<file path="src/sv/assert_macros.svh">
// Shared assertion macros, clocked on clk and disabled while arst_n is low.
`ifndef ASSERT_MACROS_SVH
`define ASSERT_MACROS_SVH

// Assert that a property holds at every clock edge outside reset.
`define ASSERT_ALWAYS(lbl, prop, msg) \
	lbl: assert property (@(posedge clk) disable iff (!arst_n) (prop)) \
		else $error(msg);

// Assert that a consequent follows an antecedent in the next cycle.
`define ASSERT_NEXT(lbl, ante, cons, msg) \
	lbl: assert property (@(posedge clk) disable iff (!arst_n) (ante) |=> (cons)) \
		else $error(msg);

`endif

</file>
<file path="src/sv/isort_pkg.sv">
package isort_pkg;

	localparam int WORD_W = 32;
	localparam int DEPTH_DEF = 32;

	typedef logic signed [WORD_W-1:0] word_t;

	// Broadcast command to every cell of the chain.
	typedef struct packed {
		logic ins;
		logic pop;
	} cell_ctrl_t;

endpackage

</file>
<file path="src/sv/isort_in_if.sv">
interface isort_in_if import isort_pkg::*; ();
	logic  valid;
	logic  ready;
	word_t value;
	logic  last;

	modport source (output valid, output value, output last, input ready);
	modport sink (input valid, input value, input last, output ready);
endinterface

</file>
<file path="src/sv/isort_out_if.sv">
interface isort_out_if import isort_pkg::*; ();
	logic  valid;
	logic  ready;
	word_t sorted_value;
	logic  is_last;
	logic  dropped;

	modport source (output valid, output sorted_value, output is_last, output dropped,
		input ready);
	modport sink (input valid, input sorted_value, input is_last, input dropped,
		output ready);
endinterface

</file>
<file path="src/sv/isort_cell.sv">
module isort_cell import isort_pkg::*; (
	input  logic       clk,
	input  logic       arst_n,
	input  cell_ctrl_t ctrl,
	input  word_t      din,
	input  logic       left_valid,
	input  logic       left_gt,
	input  word_t      left_val,
	input  logic       right_valid,
	input  word_t      right_val,
	output logic       valid,
	output logic       gt,
	output word_t      val
);

	logic  valid_q;
	word_t val_q;

	assign gt = valid_q && (val_q > din);
	assign valid = valid_q;
	assign val = val_q;

	always_ff @(posedge clk or negedge arst_n) begin
		if (!arst_n) begin
			valid_q <= 1'b0;
		end else if (ctrl.pop) begin
			valid_q <= right_valid;
		end else if (ctrl.ins) begin
			if (left_gt || ((gt || !valid_q) && left_valid)) begin
				valid_q <= 1'b1;
			end
		end
	end

	always_ff @(posedge clk) begin
		if (ctrl.pop) begin
			val_q <= right_val;
		end else if (ctrl.ins) begin
			// shift up past the new word, or take it at the insertion point
			if (left_gt) begin
				val_q <= left_val;
			end else if ((gt || !valid_q) && left_valid) begin
				val_q <= din;
			end
		end
	end

endmodule

</file>
<file path="src/sv/insertion_sort_engine_top.sv">
// Streaming insertion sorter for signed 32-bit words.
// in_ch carries value and last; out_ch carries sorted_value, is_last and
// dropped. A word moves on either channel when valid and ready are both high.
// Loading: one word per cycle while in_ch.ready is high. Each word is
// broadcast to a chain of DEPTH compare-and-shift cells and lands in its
// ordered slot in the cycle it is accepted; equal words keep arrival order.
// Words arriving with the chain full are discarded and dropped is raised on
// every result of that set. A word with last set closes the set. The chain
// then shifts toward the output register one slot per cycle while out_ch is
// not stalled: the first result becomes valid once drain_q is set and the
// head word is popped into the output register. in_ch.ready is low during
// this drain. The output register parts the sides: the next set loads while
// the final result still waits. A stall on out_ch holds the register and
// freezes the draining chain. Reset empties the chain, clears the overflow
// flag and the output valid.
module insertion_sort_engine_top import isort_pkg::*; #(
	parameter int DEPTH = DEPTH_DEF
) (
	input  logic         clk,
	input  logic         arst_n,
	isort_in_if.sink     in_ch,
	isort_out_if.source  out_ch
);

	logic [DEPTH-1:0] vld;
	logic [DEPTH-1:0] gt;
	word_t            val [DEPTH];

	cell_ctrl_t ctrl;
	logic       in_acc;
	logic       full;
	logic       pop;
	logic       pop_last;
	logic       drain_q;
	logic       ovf_q;
	logic       out_valid_q;
	word_t      out_val_q;
	logic       out_last_q;
	logic       out_drop_q;

	assign full = vld[DEPTH-1];
	assign in_ch.ready = !drain_q;
	assign in_acc = in_ch.valid && in_ch.ready;
	assign pop = drain_q && vld[0] && (!out_valid_q || out_ch.ready);
	assign pop_last = pop && !vld[1];
	assign ctrl.ins = in_acc && !full;
	assign ctrl.pop = pop;

	for (genvar i = 0; i < DEPTH; i++) begin : g_cell
		logic  lv;
		logic  lg;
		word_t lval;
		logic  rv;
		word_t rval;

		if (i == 0) begin : g_head
			assign lv = 1'b1;
			assign lg = 1'b0;
			assign lval = in_ch.value;
		end else begin : g_body
			assign lv = vld[i-1];
			assign lg = gt[i-1];
			assign lval = val[i-1];
		end

		if (i == DEPTH - 1) begin : g_tail
			assign rv = 1'b0;
			assign rval = val[i];
		end else begin : g_mid
			assign rv = vld[i+1];
			assign rval = val[i+1];
		end

		isort_cell u_cell (
			.clk         (clk),
			.arst_n      (arst_n),
			.ctrl        (ctrl),
			.din         (in_ch.value),
			.left_valid  (lv),
			.left_gt     (lg),
			.left_val    (lval),
			.right_valid (rv),
			.right_val   (rval),
			.valid       (vld[i]),
			.gt          (gt[i]),
			.val         (val[i])
		);
	end

	always_ff @(posedge clk or negedge arst_n) begin
		if (!arst_n) begin
			drain_q <= 1'b0;
			ovf_q <= 1'b0;
			out_valid_q <= 1'b0;
		end else begin
			if (pop_last) begin
				drain_q <= 1'b0;
			end else if (in_acc && in_ch.last) begin
				drain_q <= 1'b1;
			end
			// drop on a full chain, clear once the set has drained
			if (pop_last) begin
				ovf_q <= 1'b0;
			end else if (in_acc && full) begin
				ovf_q <= 1'b1;
			end
			if (pop) begin
				out_valid_q <= 1'b1;
			end else if (out_ch.ready) begin
				out_valid_q <= 1'b0;
			end
		end
	end

	always_ff @(posedge clk) begin
		if (pop) begin
			out_val_q <= val[0];
			out_last_q <= !vld[1];
			out_drop_q <= ovf_q;
		end
	end

	assign out_ch.valid = out_valid_q;
	assign out_ch.sorted_value = out_val_q;
	assign out_ch.is_last = out_last_q;
	assign out_ch.dropped = out_drop_q;

	`include "assert_macros.svh"

	`ASSERT_ALWAYS(a_vld_contig, (vld & (vld + DEPTH'(1))) == '0, "chain has a hole")
	`ASSERT_ALWAYS(a_ovf_full, (ovf_q && !drain_q) -> vld[DEPTH-1], "overflow without full chain")
	`ASSERT_NEXT(a_last_drain, in_acc && in_ch.last, drain_q, "drain not started")
	`ASSERT_NEXT(a_drain_end, pop_last, !drain_q && !vld[0], "drain did not end empty")

endmodule
</file>
<file path="src/flat_wrapper.sv">
// flat-port wrapper written by rule: the top's interface ports become plain ports
module insertion_sort_engine_top_flat import isort_pkg::*;
#(
	parameter int DEPTH = DEPTH_DEF
)
  (clk, arst_n, in_ch_valid, in_ch_value, in_ch_last, in_ch_ready, out_ch_valid, out_ch_sorted_value, out_ch_is_last, out_ch_dropped, out_ch_ready);
  isort_in_if in_ch_i ();
  isort_out_if out_ch_i ();
  input  logic clk;
  input  logic arst_n;
  input wire logic [$bits(in_ch_i.valid)-1:0] in_ch_valid;
  input wire logic [$bits(in_ch_i.value)-1:0] in_ch_value;
  input wire logic [$bits(in_ch_i.last)-1:0] in_ch_last;
  output wire logic [$bits(in_ch_i.ready)-1:0] in_ch_ready;
  output wire logic [$bits(out_ch_i.valid)-1:0] out_ch_valid;
  output wire logic [$bits(out_ch_i.sorted_value)-1:0] out_ch_sorted_value;
  output wire logic [$bits(out_ch_i.is_last)-1:0] out_ch_is_last;
  output wire logic [$bits(out_ch_i.dropped)-1:0] out_ch_dropped;
  input wire logic [$bits(out_ch_i.ready)-1:0] out_ch_ready;
  assign in_ch_i.valid = in_ch_valid;
  assign in_ch_i.value = in_ch_value;
  assign in_ch_i.last = in_ch_last;
  assign in_ch_ready = in_ch_i.ready;
  assign out_ch_valid = out_ch_i.valid;
  assign out_ch_sorted_value = out_ch_i.sorted_value;
  assign out_ch_is_last = out_ch_i.is_last;
  assign out_ch_dropped = out_ch_i.dropped;
  assign out_ch_i.ready = out_ch_ready;
  insertion_sort_engine_top #(.DEPTH(DEPTH)) u_core (.clk(clk), .arst_n(arst_n), .in_ch(in_ch_i), .out_ch(out_ch_i));
endmodule
</file>
<file path="config.mk">
export PLATFORM = sky130hd
export DESIGN_NAME = insertion_sort_engine_top_flat
export DESIGN_NICKNAME = d
export VERILOG_FILES = /design/src/sv/isort_pkg.sv /design/src/sv/isort_in_if.sv /design/src/sv/isort_out_if.sv /design/src/sv/isort_cell.sv /design/src/sv/insertion_sort_engine_top.sv /design/src/flat_wrapper.sv
export VERILOG_INCLUDE_DIRS = /design/src /design/src/sv
export SDC_FILE = /design/constraint.sdc
export NUM_CORES = 2
export LEC_CHECK = 0
export ABC_AREA = 1
export ABC_CLOCK_PERIOD_IN_PS = 13850
export BUFFER_PORTS_ARGS = -buffer_cell sky130_fd_sc_hd__buf_4
export CAP_MARGIN = 0
export CORE_ASPECT_RATIO = 0.9
export CORE_MARGIN = 4
export CORE_UTILIZATION = 30
export CTS_CLUSTER_DIAMETER = 60
export DETAILED_ROUTE_END_ITERATION = 7
export SYNTH_ARGS = -nofsm -noshare
export SYNTH_HDL_FRONTEND = slang
export SYNTH_HIERARCHICAL = 1
export SYNTH_SLANG_ARGS = --single-unit
</file>
<file path="constraint.sdc">
create_clock -name clk -period 13.85 [get_ports clk]
set_input_delay 1.385 -clock clk [delete_from_list [all_inputs] [get_ports clk]]
set_output_delay 1.385 -clock clk [all_outputs]
set_load 0.05 [all_outputs]
</file>
* Yosys cells after proc, flatten, opt, wreduce, memory -nomap -nowiden
Cells that the tools add are included.
** Word-level totals
- Bits of input ports :: 37
- Register bits after elaboration :: 1093
- Output and inout port bits :: 36
- Word-level logic and storage cells :: 628
** Operators by class
- Magnitude comparators :: 32
- Muxes and demuxes :: 227
- Reductions and logical operators :: 298
- Bitwise operators :: 1
** Operator list (count)
- $mux W32 :: 125
- $gt A32 B32 Y1 :: 32
- $reduce_and A2 Y1 :: 62
- $mux W1 :: 102
- $reduce_bool A3 Y1 :: 30
- $reduce_bool A2 Y1 :: 37
- $logic_and A1 B1 Y1 :: 70
- $logic_or A1 B1 Y1 :: 64
- $logic_not A1 Y1 :: 34
- $reduce_and A3 Y1 :: 1
- $not A1 Y1 :: 1

* Depth between registers and ports, before layout
- Depth in word-level cells :: 8
- Mapped depth :: 22

* By module
Netlist, hierarchy kept.
** By module, submodules not included
- isort_cell :: times used 32, area each 2563.7 µm², cells each 333, sequential area each 985.9 µm²
- insertion_sort_engine_top :: times used 1, area each 1192.4 µm², cells each 59, sequential area each 1096.1 µm²

* Worst setup path after synthesis
OpenSTA, ideal clock, no wires.
- Path type :: input to register
- Start :: input port out_ch_ready
- End :: register u_core.g_cell[0].u_cell.val_q[0], enable pin
- Arrival :: 5.605 ns
- Required time :: 13.463 ns
- Stages on the path :: 6
- Path slack :: 7.858 ns
- Path buffers :: 1
- Cell sequence :: clkinv_1 -> a21oi_1 -> buf_4 -> or2_2 -> nand2_1 -> inv_1
** RTL lines
- start, declared :: RTL line flat_wrapper.sv:19 : input wire logic [$bits(out_ch_i.ready)-1:0] out_ch_ready;
- end signal, assigned :: RTL line isort_cell.sv:37 : val_q <= right_val;
- end signal, assigned :: RTL line isort_cell.sv:41 : val_q <= left_val;
- end signal, assigned :: RTL line isort_cell.sv:43 : val_q <= din;
- end, declared :: RTL line isort_cell.sv:17 : word_t val_q;

* Final worst setup path
- Start :: input port in_ch_value[8]
- End :: register u_core.g_cell[12].u_cell.val_q[12], enable pin
** RTL lines
- start, declared :: RTL line flat_wrapper.sv:12 : input wire logic [$bits(in_ch_i.value)-1:0] in_ch_value;
- $gt A32 B32 Y1 :: RTL line isort_cell.sv:19 : assign gt = valid_q && (val_q > din);
- $logic_and A1 B1 Y1 :: RTL line isort_cell.sv:19
- via u_core.g_cell[12].lg :: RTL line insertion_sort_engine_top.sv:51 : logic lg;
- $reduce_bool A3 Y1 (no source line)
- $reduce_and A2 Y1 (no source line)
- end signal, assigned :: RTL line isort_cell.sv:37
- end signal, assigned :: RTL line isort_cell.sv:41
- end signal, assigned :: RTL line isort_cell.sv:43
- end, declared :: RTL line isort_cell.sv:17
The timed path passes the listed nets, and every way through them passes these cells.
A chain may end at the register's enable or synchronous reset.

==> metrics <==
Hold Path Class reg -> reg; DIE AREA 285900 sq um; fmax 0.1990 GHz; hold_buf cts 0; Tmin final 5.026 ns; clk buf depth 3; Post-Layout Inst Area 91900 sq um; Slew headroom 30.29%; vias in the first global route 69410; Power Dens Cells 86.97 nW/um^2; Worst EP arrival 5.46 ns; routed len/inst 17.78 microns; Tot GR Track Use 17.20%; crit-path cells buf_4 -> buf_4 -> buf_4 -> inv_1 -> ha_1 -> nand2_1 -> nand2_1 -> nand3_1 -> nand2_1 -> a21oi_1 -> nand2_1 -> nand2_1 -> nand2_1 -> nand2_1 -> nand3_2 -> nor2_2 -> buf_4 -> nor2_1 -> nand2_1 -> nand2_1 -> inv_1 -> buf_4; Core Util, Final 33.28%; Buf/Inv on CP 7; Final Power 0.007992 W; max incr delay on CP 0.55 ns; DIE HEIGHT 507.7 microns; Setup crit start kind input pin; CP max stage cell inv_1; Via density 5.013; drt total wl 256100 microns; ANT nets after route 0; # rows 183; worst r2r src u_core/g_cell[0].u_cell/valid$_DFFE_PN0P_; Hold Startpoint u_core/ovf_q$_DFFE_PN0P_; Worst VDD drop 0.1337 mV; final setup TNS 0 ns; Post-Syn Area per Cell 7.768 sq um; Max Cap Violations 0; first-pass GRT wire length 398400 microns; max-slew violations 0; Placeable Area 276100 sq um; Vias 72210; H-tree depth 4; hpwl dp 186300 microns; Crit Path Class in -> reg; clock latency on the worst-skew pair 0.78 ns; DRC viols 0; Critical R2R Capture u_core/g_cell[17].u_cell/valid$_DFFE_PN0P_; Horiz. Die Dim 563.2 microns; clock-pin slew on the worst setup and hold paths 0.05 ns; most used cell, CP nand2_1; number of port buffers 72; I/O pins 73; final net count 11650; share of cells above drive strength 1 7.493%; Routability Congestion 0.8571; number of cells on the worst reg-to-reg path 9; Fin. Hold Viols 0; Slew @ Worst Pin 1.046 ns; Starting Density 30.14%; Worst Clk Skew 0.02970 ns; CTS tree built; CTS Sinks 1093; CTS buffer count 138; top fanout value on the critical path 34; Post-Syn Instances 10710; Cells after DPL 14150; Hold EP u_core/out_ch.dropped$_DFFE_PP_; Tcrit/Tclk final 36.29%; largest net degree at the start of global routing 187; GRT overflow 0; run status finished clean; Worst setup EP type flop; DR iter-0 viols 6070; Required @ worst endpoint 14.29 ns; initial antenna violation count 6; area delta synth->final 10.42%; post-CTS sizing 0; critical path's top delay family buffers and inverters; warnings from Yosys 6; DRT Pass-1 Iters 8; setup bufs post-CTS 0; fill count 29190; leakage power 42.66 nW; clock root cell clkbuf_16; Mapped Area 83220 sq um; WHS Path Cells 0; placed cell area 87460 sq um; R2R setup slack 9.30 ns; Final setup viols 0; RSZ-0062 raised after global routing false; non-filler cells, final 14400
stage by stage:
stage | setup slack, ns | hold slack [ns]
CTS | 8.954 | 0.4754
floorplan | 7.858 | 0.4453
global route | 8.626 | 0.4921
global placement | 8.152 | 0.4532
finish | 8.824 | 0.4756
detailed placement | 8.139 | 0.4623
registers in the layout, indices dropped and copies added, names as in the netlist:
name and flops:
u_core/g_cell.u_cell/val 1024, u_core/g_cell.u_cell/valid 32, u_core/out_ch.sorted_value 32, u_core/drain_q 1
u_core/out_ch.dropped 1, u_core/out_ch.is_last 1, u_core/out_ch.valid 1, u_core/ovf_q 1
layout make-up:
cell class              count  area, sq um  share of cell area, %
well taps                3700         4629                  5.038
clock buffers             181         3740                  4.070
clock inverters            71        698.2                 0.7597
repair buffers            185         1426                  1.552
inverters                1414         5308                  5.776
flip-flops and latches   1093        32650                  35.52
diodes                      1        2.502               0.002723
multi-input cells        7759        43450                  47.28
placed cells by master (no fill, tap or decap):
| master | count |
|---|---|
| nand2_2 | 34 |
| o21ai_0 | 64 |
| a21oi_1 | 2464 |
| clkinv_1 | 59 |
| nor2_1 | 1312 |
| nand4_1 | 64 |
| inv_1 | 1247 |
| dfrtp_1 | 35 |
| inv_6 | 4 |
| buf_4 | 182 |
| a21o_1 | 64 |
| a21oi_4 | 1 |
| clkinvlp_4 | 5 |
| clkinv_2 | 18 |
| edfxtp_1 | 1058 |
| nor2_2 | 63 |
| o21a_2 | 32 |
| ha_1 | 1024 |
| conb_1 | 3 |
| bufinv_16 | 11 |
| nor2_4 | 1 |
| diode_2 | 1 |
| o21a_1 | 32 |
| clkbuf_8 | 4 |
| a21oi_2 | 32 |
| inv_8 | 1 |
| clkinv_8 | 3 |
| nand2_1 | 2311 |
| inv_16 | 1 |
| nor4_4 | 32 |
| clkbuf_16 | 142 |
| clkinv_4 | 4 |
| or2_2 | 64 |
| inv_2 | 132 |
| o21ai_1 | 32 |
| buf_12 | 3 |
| nand3_1 | 97 |
| clkbuf_1 | 35 |
| nand3_2 | 33 |
metal layers:
layer  wire, microns  part of all wire [%]  GRT usage (%)
met1          120100                    47          24.80
met2          114600                    45          27.33
met3           17330                   6.8          2.575
met4            4053                   1.6          3.322
met5              60                 0.023              0
worst max path at each step:
stage,end,start,cells after the start
floorplan,u_core/g_cell[0].u_cell/val[0]$_DFFE_PP_,out_ch_ready,6
global placement,u_core/g_cell[12].u_cell/val[14]$_DFFE_PP_,in_ch_value[1],24
detailed placement,u_core/g_cell[12].u_cell/val[11]$_DFFE_PP_,in_ch_value[8],22
CTS,u_core/g_cell[12].u_cell/val[11]$_DFFE_PP_,in_ch_value[8],22
global route,u_core/g_cell[12].u_cell/val[10]$_DFFE_PP_,in_ch_value[1],24
finish,u_core/g_cell[12].u_cell/val[12]$_DFFE_PP_,in_ch_value[8],22
where the power goes:
part           switching [W]  internal (W)
Combinational       0.000474      0.000276
Sequential       0.000000284       0.00362
Clock                0.00151       0.00211
Total                0.00198       0.00601
worst register-to-register path, cell delays in order, from the launching register on:
cell	delay, ns
dfrtp_1	0.62
nand2_2	0.16
a21oi_4	0.53
buf_4	0.54
buf_4	0.79
buf_4	0.71
inv_2	0.53
or2_2	0.41
nand3_1	0.08
nand2_1	0.05
Power figures use the tool's default switching activity.
